[src/rtl/mkbrs_pkg.sv]
// mkbrs_pkg: shared types, constants and helpers for the multi-key bitonic row sorter
// no dependencies
package mkbrs_pkg;

  localparam int MAX_ROWS    = 64;
  localparam int NUM_FIELDS  = 4;
  localparam int FIELD_WIDTH = 32;
  localparam int KEY_SLOTS   = 4;
  localparam int ROW_AW      = $clog2(MAX_ROWS);
  localparam int CNT_W       = ROW_AW + 1;
  localparam int FIELD_IW    = $clog2(NUM_FIELDS);
  localparam int KEY_W       = 3 * KEY_SLOTS;
  localparam int DATA_W      = NUM_FIELDS * FIELD_WIDTH;
  localparam int CFG_IW      = 2;
  localparam int STACK_DEPTH = 2 * ROW_AW + 4;
  localparam int STACK_AW    = $clog2(STACK_DEPTH);

  // register indexes
  localparam logic [CFG_IW-1:0] REG_ASCENDING       = 2'd0;
  localparam logic [CFG_IW-1:0] REG_DUMMY_ASCENDING = 2'd1;
  localparam logic [CFG_IW-1:0] REG_KEY_ORDER       = 2'd2;

  // key slot codes
  localparam logic [2:0] SLOT_DUMMY = 3'd4;
  localparam logic [2:0] SLOT_END   = 3'd7;

  localparam logic [KEY_W-1:0] KEY_ORDER_RESET = KEY_W'(4088);

  // recursion frame kinds and phases
  localparam logic KIND_SORT  = 1'b0;
  localparam logic KIND_MERGE = 1'b1;
  localparam logic [1:0] PH_FIRST  = 2'd0;
  localparam logic [1:0] PH_SECOND = 2'd1;
  localparam logic [1:0] PH_THIRD  = 2'd2;

  typedef struct packed {
    logic                            dummy;
    logic [NUM_FIELDS-1:0][FIELD_WIDTH-1:0] fields;
  } row_t;

  typedef struct packed {
    logic              kind;
    logic [1:0]        phase;
    logic [ROW_AW-1:0] lo;
    logic [CNT_W-1:0]  n;
    logic              flip;
  } frame_t;

  // controller to datapath
  typedef struct packed {
    logic              load_we;
    logic              cnt_clr;
    logic              rd_en;
    logic              cmp_en;
    logic              wr_i;
    logic              wr_j;
    logic              flip;
    logic [ROW_AW-1:0] addr_i;
    logic [ROW_AW-1:0] addr_j;
  } cmd_t;

  // datapath to controller
  typedef struct packed {
    logic [CNT_W-1:0] cnt;
  } stat_t;

  // largest power of two strictly below n, for n of two or more
  function automatic logic [CNT_W-1:0] pow2_below(input logic [CNT_W-1:0] n);
    logic [CNT_W-1:0] nm1;
    logic [CNT_W-1:0] m;
    nm1 = n - 1'b1;
    m = '0;
    for (int b = 0; b < CNT_W; b++) begin
      if (nm1[b]) m = CNT_W'(1) << b;
    end
    return m;
  endfunction

endpackage

[src/rtl/mkbrs_ctrl.sv]
// mkbrs_ctrl: sequencer for load, recursive bitonic sort with a frame stack, and output
// depends on mkbrs_pkg
module mkbrs_ctrl (
  input  logic              clk,
  input  logic              rst,
  input  logic              s_tvalid,
  input  logic              s_tlast,
  output logic              s_tready,
  output logic              m_tvalid,
  output logic              m_tlast,
  input  logic              m_tready,
  output mkbrs_pkg::cmd_t   cmd,
  input  mkbrs_pkg::stat_t  stat
);

  typedef enum logic [3:0] {
    S_LOAD, S_INIT, S_STEP, S_RD, S_CMP, S_WI, S_WJ, S_OUT_RD, S_OUT_SEND
  } state_t;

  state_t state;
  mkbrs_pkg::frame_t top;
  mkbrs_pkg::frame_t stack [mkbrs_pkg::STACK_DEPTH];
  logic [mkbrs_pkg::STACK_AW:0]   sp;
  logic [mkbrs_pkg::STACK_AW:0]   sp_m1;
  logic [mkbrs_pkg::ROW_AW-1:0]   idx;
  logic [mkbrs_pkg::CNT_W-1:0]    m;
  logic [mkbrs_pkg::CNT_W-1:0]    h;
  logic [mkbrs_pkg::CNT_W-1:0]    pairs;
  logic                           is_last;

  assign m       = mkbrs_pkg::pow2_below(top.n);
  assign h       = top.n >> 1;
  assign pairs   = top.n - m;
  assign sp_m1   = sp - 1'b1;
  assign is_last = ({1'b0, idx} + 1'b1) == stat.cnt;

  assign s_tready = state == S_LOAD;
  assign m_tvalid = state == S_OUT_SEND;
  assign m_tlast  = is_last;

  // commands to the datapath
  always_comb begin
    cmd = '0;
    cmd.flip    = top.flip;
    cmd.load_we = s_tvalid && state == S_LOAD;
    cmd.rd_en   = state == S_RD || state == S_OUT_RD;
    cmd.cmp_en  = state == S_CMP;
    cmd.wr_i    = state == S_WI;
    cmd.wr_j    = state == S_WJ;
    cmd.cnt_clr = state == S_OUT_SEND && m_tready && is_last;
    if (state == S_OUT_RD) begin
      cmd.addr_i = idx;
      cmd.addr_j = idx;
    end else begin
      cmd.addr_i = top.lo + idx;
      cmd.addr_j = top.lo + idx + m[mkbrs_pkg::ROW_AW-1:0];
    end
  end

  // sequencer
  always_ff @(posedge clk) begin
    if (rst) begin
      state <= S_LOAD;
      sp    <= '0;
      idx   <= '0;
    end else begin
      unique case (state)
        S_LOAD: begin
          if (s_tvalid && s_tlast) state <= S_INIT;
        end
        S_INIT: begin
          top   <= '{kind: mkbrs_pkg::KIND_SORT, phase: mkbrs_pkg::PH_FIRST,
                     lo: '0, n: stat.cnt, flip: 1'b0};
          sp    <= '0;
          state <= S_STEP;
        end
        S_STEP: begin
          if (top.phase == mkbrs_pkg::PH_FIRST && top.n <= mkbrs_pkg::CNT_W'(1)) begin
            // frame done: pop, or finish when the stack is empty
            if (sp == '0) begin
              idx   <= '0;
              state <= S_OUT_RD;
            end else begin
              top <= stack[sp_m1[mkbrs_pkg::STACK_AW-1:0]];
              sp  <= sp_m1;
            end
          end else if (top.kind == mkbrs_pkg::KIND_SORT) begin
            unique case (top.phase)
              mkbrs_pkg::PH_FIRST: begin
                stack[sp[mkbrs_pkg::STACK_AW-1:0]] <= '{kind: top.kind,
                  phase: mkbrs_pkg::PH_SECOND, lo: top.lo, n: top.n, flip: top.flip};
                sp  <= sp + 1'b1;
                top <= '{kind: mkbrs_pkg::KIND_SORT, phase: mkbrs_pkg::PH_FIRST,
                         lo: top.lo, n: h, flip: ~top.flip};
              end
              mkbrs_pkg::PH_SECOND: begin
                stack[sp[mkbrs_pkg::STACK_AW-1:0]] <= '{kind: top.kind,
                  phase: mkbrs_pkg::PH_THIRD, lo: top.lo, n: top.n, flip: top.flip};
                sp  <= sp + 1'b1;
                top <= '{kind: mkbrs_pkg::KIND_SORT, phase: mkbrs_pkg::PH_FIRST,
                         lo: top.lo + h[mkbrs_pkg::ROW_AW-1:0], n: top.n - h,
                         flip: top.flip};
              end
              default: begin
                top <= '{kind: mkbrs_pkg::KIND_MERGE, phase: mkbrs_pkg::PH_FIRST,
                         lo: top.lo, n: top.n, flip: top.flip};
              end
            endcase
          end else begin
            unique case (top.phase)
              mkbrs_pkg::PH_FIRST: begin
                // compare-swap pass over lo+i against lo+i+m
                top.phase <= mkbrs_pkg::PH_SECOND;
                idx       <= '0;
                state     <= S_RD;
              end
              mkbrs_pkg::PH_SECOND: begin
                stack[sp[mkbrs_pkg::STACK_AW-1:0]] <= '{kind: top.kind,
                  phase: mkbrs_pkg::PH_THIRD, lo: top.lo, n: top.n, flip: top.flip};
                sp  <= sp + 1'b1;
                top <= '{kind: mkbrs_pkg::KIND_MERGE, phase: mkbrs_pkg::PH_FIRST,
                         lo: top.lo, n: m, flip: top.flip};
              end
              default: begin
                top <= '{kind: mkbrs_pkg::KIND_MERGE, phase: mkbrs_pkg::PH_FIRST,
                         lo: top.lo + m[mkbrs_pkg::ROW_AW-1:0], n: pairs,
                         flip: top.flip};
              end
            endcase
          end
        end
        S_RD:  state <= S_CMP;
        S_CMP: state <= S_WI;
        S_WI:  state <= S_WJ;
        S_WJ: begin
          if (({1'b0, idx} + 1'b1) == pairs) begin
            state <= S_STEP;
          end else begin
            idx   <= idx + 1'b1;
            state <= S_RD;
          end
        end
        S_OUT_RD: state <= S_OUT_SEND;
        S_OUT_SEND: begin
          if (m_tready) begin
            if (is_last) begin
              state <= S_LOAD;
            end else begin
              idx   <= idx + 1'b1;
              state <= S_OUT_RD;
            end
          end
        end
        default: state <= S_LOAD;
      endcase
    end
  end

  // stack stays within its depth
  a_stack_bound: assert property (@(posedge clk) disable iff (rst)
    sp <= (mkbrs_pkg::STACK_AW+1)'(mkbrs_pkg::STACK_DEPTH))
    else $error("frame stack overflow");

  // no input taken while results are offered
  a_no_overlap: assert property (@(posedge clk) disable iff (rst)
    !(s_tready && m_tvalid))
    else $error("input and output active together");

  // a stalled result keeps its row index
  a_out_hold: assert property (@(posedge clk) disable iff (rst)
    (m_tvalid && !m_tready) |=> (m_tvalid && $stable(idx)))
    else $error("output index moved while stalled");

  // the sort starts with at least one row held
  a_init_rows: assert property (@(posedge clk) disable iff (rst)
    (state == S_INIT) |-> (stat.cnt != '0))
    else $error("sort started with no rows");

endmodule

[config.mk]
export PLATFORM = sky130hd
export DESIGN_NAME = mkbrs_ctrl
export DESIGN_NICKNAME = d
export VERILOG_FILES = /design/src/rtl/mkbrs_pkg.sv /design/src/rtl/mkbrs_ctrl.sv
export SDC_FILE = /design/constraint.sdc
export NUM_CORES = 1
export LEC_CHECK = 0
export ABC_AREA = 0
export BUFFER_PORTS_ARGS = -buffer_cell sky130_fd_sc_hd__buf_2
export CAP_MARGIN = 10
export CORE_ASPECT_RATIO = 0.7
export CORE_MARGIN = 1
export CORE_UTILIZATION = 27
export DETAILED_ROUTE_END_ITERATION = 16
export SETUP_SLACK_MARGIN = 0.5
export SYNTH_ARGS = -nofsm -noshare
export SYNTH_HDL_FRONTEND = slang
export SYNTH_SLANG_ARGS = --single-unit
[constraint.sdc]
create_clock -name clk -period 6 [get_ports clk]
set_clock_uncertainty 0.1 [all_clocks]
set_input_delay 0.6 -clock clk [delete_from_list [all_inputs] [get_ports clk]]
set_output_delay 0.6 -clock clk [all_outputs]
set_load 0.05 [all_outputs]
==> metrics.md, run 1 <==
| Metric | Value |
|---|---|
| Status | `finished clean` |
| Min-Delay Path Depth | `3` |
| I/O pins | `34` |
| Hold_sp | `stat[3]` |
| Combinational family with the most area after synthesis | `multiplexers` |
| Synthesis Warnings | `0` |
| PwrDens | `337 nW/µm²` |
| Rel. slew slack | `27.9%` |
| CTS max path bufs | `3` |
| RSZ-0062 raised after global routing | `no` |
| Buffers on Ports | `33` |
| Clock slew at reported path FFs | `70 ps` |
| Setup_tns | `0 ps` |
| Uppermost routed layer | `met4` |
| Overall global routing resource usage | `12.9%` |
| Placed cells | `1611` |
| Worst vdd ir | `0.194 mV` |
| Period Utilization, post-route | `85.1%` |
| PnR worst setup slack | `895 ps` |
| Routed wl met2 | `14400 µm` |
| Row count | `70` |
| H-tree levels | `1` |
| CP Depth | `17` |
| Delay of the slowest critical-path stage | `650 ps` |
| Crit path kind | `reg -> out` |
| Syn Nets | `973` |
| Worst path cell trace | `inv_1, ha_1, and3_4, xnor2_2, nand4_1, inv_1, nand2_1, or2_2, inv_1, ha_1, a21o_1, a21o_1, a21oi_1, xnor2_1, xnor2_1, o21ai_0, buf_2` |
| Clock Sinks | `304` |
| CTS Root Cell | `clkbuf_16` |
| Synth top area share | `60.2%` |
| Slowest-stage cell, CP | `edfxtp_1` |
| CP Max Fanout | `13` |
| Tot Pwr | `5.58 mW` |
| CTS tree | `built` |
| Place WS | `1150 ps` |
| Count leader, synth | `edfxtp_1` |
| Crit path buf inv count | `4` |
| Post-layout min period | `5110 ps` |
| Crit Reg-Reg Startpoint | `h[4]` |
| Core Area | `52500 µm²` |
| CP Capture Type | `primary output` |
| End of the worst register-to-register path | `idx[0]` |
| CP delay by family, top | `buffers and inverters` |
| Initial antenna violation count | `0` |
| Metal3 WL | `2630 µm` |
| Max-cap viol count | `0` |
| Most used cell, CP | `inv_1` |
| Cts bufs inserted | `29` |
| Hold Vio Cnt, Final | `0` |
| Post-synth EDFFs | `289` |
| Share of cells above drive strength 1 | `23.9%` |
| Post-synthesis adder-cell area fraction | `4.83%` |
| Reg2reg path depth | `17` |
| Die ar. | `54300 µm²` |
| Largest net degree at the start of global routing | `70` |
| Critical Path Start Type | `flop` |
| Xor/xnor share of the synthesized area | `3.83%` |
| Worst EP required | `5300 ps` |
| Synth cell types | `73` |
| Detailed Route WL | `34800 µm` |
| Fin nets | `1025` |
| Cell area after synthesis | `14400 µm²` |
| Top post-synthesis cells by count | `edfxtp_1 (289), mux4_2 (79), nor2_1 (63), nand2_1 (56), ha_1 (46)` |
| Die Ht | `195 µm` |
| Max Clock Freq | `0.196 GHz` |
| Fin. max-slew vios | `0` |
| Post-layout util | `31.6%` |
| Largest area contributor in the netlist | `edfxtp_1` |
| Drt wl/cell | `20.9 µm` |
| Quantity of hold-fixing buffers added after cts | `0` |
| Tightest Pin Transition | `1080 ps` |
| Vias in the first global route | `8186` |
| Area after DPL | `15500 µm²` |
| Non-filler cells, final | `1667` |
| RD Place Congestion | `0.908` |
| Async set or reset register ratio after synthesis | `0%` |
| Design Area, Final | `16600 µm²` |
| DRC violations left | `0` |
| WHS Endpoint | `h[2]` |
| Top FF cell, synth | `edfxtp_1` |
| Post-Synth Simple-Gate Area | `6.64%` |
| Antenna Nets Post-Route | `0` |
| Leakage | `5.54 nW` |
| Hold/Removal Path Class | `in -> reg` |
| DRT iter0 DRCs | `688` |
| Worst hold slack | `290 ps` |
| Via count | `8285` |
| Clk_lat worst skew | `550 ps` |
| WL met1 | `17300 µm` |
| Global-route wire length before repair | `53000 µm` |
| Compound-Gate Fraction of Synth Area | `5.85%` |
| Via/cell ratio | `4.97` |
| Mapped Avg Cell Area | `15.8 µm²` |
| Flop2flop setup slack | `1290 ps` |
| Synthesized flop and latch total | `304` |
| P&R area growth vs syn | `15.0%` |
| Synthesized instance count | `909` |
| Initial Util | `27.5%` |
| Largest cells by area after synthesis | `edfxtp_1 (60%), mux4_2 (12%), ha_1 (4.0%), xnor2_1 (2.5%), dfxtp_1 (2.1%)` |
| Antenna cells | `0` |
| Crit path arrival time | `4410 ps` |
| Die X | `278 µm` |
| First-pass DRT Iterations | `5` |
| Sequential fraction of the synthesis area | `62.3%` |
| Remaining Overflow, GRT | `0` |
| Endpoints failing setup | `0` |
| Mux cell area share after synthesis | `14.3%` |
| Post-DP HPWL | `23200 µm` |
==> report_power, final <==
part / switching (mW) / internal, mW
clock network: 0.810 / 1.11
logic: 0.645 / 0.544
registers: 0.0939 / 2.37
==> registers in the layout, indices dropped and copies added (netlist names) <==
register	count
stack	272
top	10
h	6
idx	6
sp	5
state	4
cmd	1
==> how the worst max path moves through the flow <==
stage,from,end,slack [ps]
after CTS,h[4],cmd[5],680
after global placement,h[4],idx[0],1250
final,h[4],cmd[5],890
after global routing,h[4],cmd[5],610
after floorplan,h[0],cmd[5],580
after detailed placement,h[4],idx[0],1150
==> area by class of cell <==
cell class,instances,area (µm²)
Tap cell,684,856
Multi-Input combinational cell,527,5190
Sequential cell,304,8980
Clock inverter,21,259
Inverter,32,120
Fill cell,5034,35900
Timing Repair Buffer,67,420
Clock buffer,32,737
==> worst reg2reg max path, stage by stage (launching register included) <==
cell      delay (ps)
edfxtp_1         650
inv_1            260
ha_1             270
and3_4           170
xnor2_2          230
nand4_1          210
inv_1             90
nand2_1           70
or2_2            310
ha_1             340
nor2b_1          170
o311a_1          340
o211a_1          220
o21ai_1          140
o311a_2          270
xor2_2           120
a31oi_4          320
mux2_4           330
==> routing by layer <==
metal / track usage (%) / vias up
met3: 2.94 / 37
met5: 0 / -
met4: 1.88 / 0
li1: - / 3667
met2: 18.1 / 272
met1: 20.1 / 4309
==> repair_timing <==
action,in CTS,in global routing
gates resized for setup,0,0
buffers inserted,0,3
endpoints found under the setup margin,0,1
==> cell families (layout without fill, tap and decap cells) <==
| logic type | Yosys count | after routing |
|---|---|---|
| simple gates | 201 | 201 |
| fa+ha+maj | 52 | 52 |
| mux | 98 | 98 |
| xor+xnor | 57 | 57 |
| compound gates | 119 | 119 |
| flops | 304 | 304 |
| buf+inv | 78 | 152 |
==> layout by cell type, fill, tap and decap left out, drive strengths merged, types with 7 or more instances in the layout <==
cell type    n
a21oi       32
nand2       57
ha          46
nand2b       7
xor2        13
a21o         9
a221oi       8
o21ai       21
clkinv      11
clkbuf      35
edfxtp     289
mux2i       12
nand3        9
inv         35
buf         64
dfxtp       15
xnor2       42
nor2        64
nor4         7
mux4        84
and3        10
nor3        25
Power figures use the tool's default switching activity.
==> run 2: changes to the inputs <==
--- a/constraint.sdc
+++ b/constraint.sdc
@@ -4,2 +4,2 @@
 set_output_delay 0.6 -clock clk [all_outputs]
-set_load 0.05 [all_outputs]
+set_load 0.01 [all_outputs]
==> run 2 against run 1 <==
  * Setup slack improved by 31 ps
  * Combinational power down 4%
  * Clock power shrank 8%
  * Final area down 0.55%
  * Cell count is the same
  * First-iteration DRC count grew 9.0%
  * Sequential power hardly changed
  * Critical path depth stayed put
  * Core utilization decreased by 0.17 points
  * Register-to-register slack improved by 50 ps
  * Global-route usage down 0.14 points
  * Clock-buffer cell count grew 6
  * Largest power group unchanged
==> metrics.md, run 2 (synthesis gave the netlist of run 1 again) <==
| Metric | Value |
|---|---|
| First-pass DRT Iterations | `5 (unchanged)` |
| CP Capture Type | `primary output` |
| CTS tree | `built` |
| Max-cap viol count | `0 (unchanged)` |
| Drt wl/cell | `20.7 µm (-0.77%)` |
| Crit path kind | `reg -> out` |
| Hold Vio Cnt, Final | `0 (unchanged)` |
| Initial antenna violation count | `0 (unchanged)` |
| Flop2flop setup slack | `1340 ps (+50 ps)` |
| Status | `finished clean` |
| Worst vdd ir | `0.197 mV (+1.6%)` |
| P&R area growth vs syn | `14.4%` |
| Min-Delay Path Depth | `3 (unchanged)` |
| Setup_tns | `0 ps (unchanged)` |
| Initial Util | `27.5% (unchanged)` |
| Quantity of hold-fixing buffers added after cts | `0 (unchanged)` |
| CTS Root Cell | `clkbuf_16` |
| Leakage | `5.49 nW (-0.95%)` |
| Commonest non-fill, non-tap cells in the layout | `edfxtp_1 (289), mux4_2 (79), nand2_1 (56)` |
| Overall global routing resource usage | `12.7% (-0.14 points)` |
| Fin. max-slew vios | `0 (unchanged)` |
| Tightest Pin Transition | `1300 ps (+216 ps)` |
| WL met1 | `17100 µm (-0.99%)` |
| Crit Reg-Reg Startpoint | `top[1]` |
| Routed wl met2 | `14200 µm (-1.8%)` |
| Metal3 WL | `2800 µm (+6.5%)` |
| Core Area | `52500 µm² (unchanged)` |
| Hold/Removal Path Class | `in -> reg` |
| Reg2reg path depth | `16 (-1)` |
| Fin nets | `1026 (+0.098%)` |
| H-tree levels | `1 (unchanged)` |
| Rel. slew slack | `13.1% (-15 points)` |
| PwrDens | `326 nW/µm² (-3.1%)` |
| RSZ-0062 raised after global routing | `no` |
| Row count | `70 (unchanged)` |
| Die ar. | `54300 µm² (unchanged)` |
| Max Clock Freq | `0.197 GHz (+0.62%)` |
| Max reg flops | `272 (unchanged)` |
| Crit path arrival time | `4370 ps (-40 ps)` |
| CTS max path bufs | `3 (unchanged)` |
| DRC violations left | `0 (unchanged)` |
| Critical Path Start Type | `flop` |
| Hold_sp | `stat[3]` |
| Share of cells above drive strength 1 | `23.2% (-0.71 points)` |
| Vias in the first global route | `8117 (-0.84%)` |
| Detailed Route WL | `34600 µm (-0.77%)` |
| Die Ht | `195 µm (unchanged)` |
| CP Max Fanout | `11 (-2)` |
| Cts bufs inserted | `29 (unchanged)` |
| Endpoints failing setup | `0 (unchanged)` |
| Period Utilization, post-route | `84.6% (-0.52 points)` |
| Clk_lat worst skew | `560 ps (about the same)` |
| Post-DP HPWL | `22400 µm (-3.4%)` |
| End of the worst register-to-register path | `idx[0]` |
| Antenna cells | `0 (unchanged)` |
| Clock Sinks | `304 (unchanged)` |
| Die X | `278 µm (unchanged)` |
| Global-route wire length before repair | `52500 µm (-0.96%)` |
| Largest net degree at the start of global routing | `70 (unchanged)` |
| WHS Endpoint | `h[2]` |
| Buffers on Ports | `33 (unchanged)` |
| Clock slew at reported path FFs | `70 ps (about the same)` |
| Via count | `8288 (+0.036%)` |
| Via/cell ratio | `4.97 (about the same)` |
| RD Place Congestion | `0.877 (-3.5%)` |
| I/O pins | `34 (unchanged)` |
| Remaining Overflow, GRT | `0 (unchanged)` |
| Antenna Nets Post-Route | `0 (unchanged)` |
| Uppermost routed layer | `met4` |
| Commonest non-fill, non-tap cell in the layout | `edfxtp_1` |
| Worst hold slack | `252 ps (-38.0 ps)` |
| DRT iter0 DRCs | `750 (+9.0%)` |
| Post-layout min period | `5070 ps (-31.5 ps)` |
| Worst EP required | `5300 ps (about the same)` |
## run 2: cell types whose count changed in the layout (fill, tap and decap cells not counted), sizes merged
cell	change
clkbuf	+4
buf	+3
clkinv	-4
bufinv	-3
## run 2: cell type report
class / instances / area [µm²]
clock buffer: 38 / 759
clock inverter: 14 / 134
fill: 5060 / 36000
inverter: 32 / 120
multi-input combinational: 527 / 5190
sequential: 304 / 8980
tap: 684 / 856
timing repair buffer: 68 / 432
## run 2: per-layer routing
metal	vias up	GRT usage [%]
met3	45	2.82
met1	4274	20.1
met4	0	1.98
li1	3674	-
met5	-	0
met2	295	17.7
## run 2: worst max-delay path by stage
stage | startpoint | to | slack, ps
after global routing | top[1] | cmd[5] | 560
final | top[1] | cmd[5] | 930
after floorplan | h[0] | cmd[5] | 1400
after detailed placement | h[4] | idx[0] | 1080
after CTS | h[4] | cmd[5] | 620
after global placement | h[4] | idx[0] | 1240
## run 2: timing repair
item / in CTS / in global routing
buffers inserted: 0 / 5
resized for setup: 0 / 1
hold endpoints to repair: 0 / 0
endpoints found under the setup margin: 0 / 1
## run 2: critical path, stage by stage, from the launching register on
cell and delay [ps]:
edfxtp_1 580, inv_1 180, ha_1 300, and3_4 210, xnor2_2 240, nand4_1 220, inv_1 90, nand2_1 60
or2_2 310, inv_1 180, ha_1 300, a21o_1 190, a21o_1 170, a21oi_1 210, xnor2_1 180, xnor2_1 90
o21ai_0 140, buf_2 150
## run 2: power breakdown
| group | internal, mW | total, mW | switching [mW] |
|---|---|---|---|
| clock network | 0.981 | 1.77 | 0.785 |
| logic | 0.545 | 1.14 | 0.594 |
| registers | 2.37 | 2.47 | 0.0950 |
| total | 3.90 | 5.37 | 1.47 |
## run 2: stage by stage
step	worst slack [ps]	power (mW)	util (%)	instance area [µm²]	instances
5_1_grt	559	5.61	31.4	16500	1667
3_5_place_dp	1080	3.66	29.6	15500	1610
4_1_cts	619	5.42	31.3	16400	1662
6_report	926	5.37	31.4	16500	1667
3_3_place_gp	1240	3.65	29.6	15500	1610
2_1_floorplan	1400	3.31	-	14400	909
==> run 3: changes to the inputs <==
Clock period 6 ns to 4.6 ns, I/O delays scaled along.
==> run 3 against run 2 <==
  * Largest power group unchanged
  * Cell count grew 1.8%
  * Non-clock buffer count grew 30
  * Combinational power is 43% higher
==> metrics.md, run 3 (synthesis gave the netlist of run 1 again) <==
| Metric | Value |
|---|---|
| Overall global routing resource usage | `12.9% (+0.20 points)` |
| Core Area | `52500 µm² (unchanged)` |
| Buffers on Ports | `33 (unchanged)` |
| Setup_tns | `0 ps (unchanged)` |
| H-tree levels | `1 (unchanged)` |
| Hold_sp | `m_tready` |
| Initial Util | `27.5% (unchanged)` |
| Max Clock Freq | `0.241 GHz` |
| Post-layout util | `32.4% (+0.99 points)` |
| Place WS | `386 ps (-692 ps)` |
| Cts bufs inserted | `29 (unchanged)` |
| RD Place Congestion | `0.883 (+0.73%)` |
| Clock slew at reported path FFs | `70 ps (about the same)` |
| CP Max Fanout | `5 (-6)` |
| Detailed Route WL | `35200 µm (+1.7%)` |
| Delay of the slowest critical-path stage | `430 ps (-150 ps)` |
| Via count | `8373 (+1.0%)` |
| Crit path buf inv count | `3 (-1)` |
| Worst EP required | `4040 ps (-1260 ps)` |
| Critical Path Start Type | `flop` |
| Antenna cells | `0 (unchanged)` |
| Worst vdd ir | `0.277 mV (+41%)` |
| Endpoints failing setup | `0 (unchanged)` |
| Crit path kind | `reg -> out` |
| Leakage | `5.71 nW (+4.2%)` |
| Filler cells | `5040 (-0.40%)` |
| Fin. max-slew vios | `0 (unchanged)` |
| CP Capture Type | `primary output` |
| Max-cap viol count | `0 (unchanged)` |
| Post-layout min period | `4150 ps` |
| Fin nets | `1056 (+2.9%)` |
| Hold Vio Cnt, Final | `0 (unchanged)` |
| Largest net degree at the start of global routing | `53 (-24%)` |
| Initial antenna violation count | `0 (unchanged)` |
| I/O pins | `34 (unchanged)` |
| Drt wl/cell | `20.7 µm (about the same)` |
| Global-route wire length before repair | `53000 µm (+0.99%)` |
| First-pass DRT Iterations | `5 (unchanged)` |
| Crit path launch | `h[0]` |
| Row count | `70 (unchanged)` |
| Die ar. | `54300 µm² (unchanged)` |
| Slowest-stage cell, CP | `edfxtp_1` |
| CTS max path bufs | `3 (unchanged)` |
| CTS tree | `built` |
| Remaining Overflow, GRT | `0 (unchanged)` |
| Commonest non-fill, non-tap cell in the layout | `edfxtp_1` |
| Via/cell ratio | `4.93 (-0.76%)` |
| Area of the multi-input gates | `5360 µm² (+3.3%)` |
| Die Ht | `195 µm (unchanged)` |
| Commonest non-fill, non-tap cells in the layout | `edfxtp_1 (289), mux4_2 (79), buf_4 (59)` |
| PnR worst setup slack | `446 ps (-481 ps)` |
| Hold/Removal Path Class | `in -> reg` |
| RSZ-0062 raised after global routing | `yes` |
| Max reg flops | `272 (unchanged)` |
| DRT iter0 DRCs | `815 (+8.7%)` |
| Crit path arrival time | `3590 ps (-780 ps)` |
| Clock Sinks | `304 (unchanged)` |
| PwrDens | `425 nW/µm² (+30%)` |
| Period Utilization, post-route | `90.3%` |
| Die X | `278 µm (unchanged)` |
| Clk_lat worst skew | `580 ps (+20 ps)` |
| Status | `finished clean` |
| DRC violations left | `0 (unchanged)` |
| Sequential cell area | `8980 µm² (unchanged)` |
| Flop2flop setup slack | `470 ps (-870 ps)` |
| Post-DP HPWL | `23100 µm (+3.4%)` |
| P&R area growth vs syn | `18.0%` |
| Tightest Pin Transition | `1200 ps (-97.9 ps)` |
| Rel. slew slack | `19.6% (+6.6 points)` |
| CTS Root Cell | `clkbuf_16` |
| CP delay by family, top | `compound AO/OA/AOI/OAI gates` |
| Antenna Nets Post-Route | `0 (unchanged)` |
| Most used cell, CP | `a21o_1` |
| Crit Reg-Reg Startpoint | `h[0]` |
| Share of cells above drive strength 1 | `28.5% (+5.3 points)` |
| Vias in the first global route | `8275 (+1.9%)` |
| Worst path cell trace | `inv_4, ha_4, and3_4, xnor2_4, nand4_1, buf_4, nor3_4, ha_1, a21o_1, a21o_1, a21o_1, a21oi_2, xnor2_1, xnor2_1, o21ai_1, buf_2` |
[run 3: cell types whose count changed in the layout (fill, tap and decap cells not counted), sizes merged]
| cell | delta |
|---|---|
| clkinvlp | -1 |
| bufinv | +2 |
| buf | +31 |
| clkinv | +4 |
| clkbuf | -6 |
[run 3: path summary, 6_finish.rpt]
kind	endpoint	depth (start not counted)
max	cmd[5]	16
min	state[3]	3
max reg2reg	idx[0]	19
min reg2reg	sp[4]	2
[run 3: cell type report]
cell class	count	share of cell area, %
Timing Repair Buffer	98	4.23
Tap cell	684	5.04
Sequential cell	304	52.9
Clock buffer	33	4.36
Clock inverter	19	1.24
Multi-Input combinational cell	527	31.5
Inverter	32	0.722
[run 3: through the flow]
stage	total power, mW	hold WS, ps	cells	instance area, µm²
after detailed placement	4.81	407	1629	15800
after CTS	7.26	121	1691	16900
after global placement	4.79	398	1629	15800
final	7.23	143	1697	17000
after global routing	7.51	145	1697	17000
after floorplan	4.34	385	909	14500
[run 3: per-layer routing]
layer,up-vias,GRT usage (%),routed length (µm)
met5,-,0,0
met3,36,2.29,2520
met4,0,1.96,407
met2,287,18.3,14800
met1,4321,20.6,17400
li1,3729,-,-
[run 3: timing repair]
item	CTS	global route
pin swaps	13	4
buffers inserted	10	6
endpoints found under the setup margin	4	11
gates resized for setup	14	15
hold buffers	0	0
[run 3: worst min-delay path, cell delays in order]
cell and delay (ps):
buf_2 100, nor2_1 60, o21a_1 160
[run 3: where the power goes]
part / internal (mW) / switching, mW
Combinational: 0.764 / 0.866
Sequential: 3.10 / 0.0542
Clock: 1.39 / 1.06
Total: 5.24 / 1.98
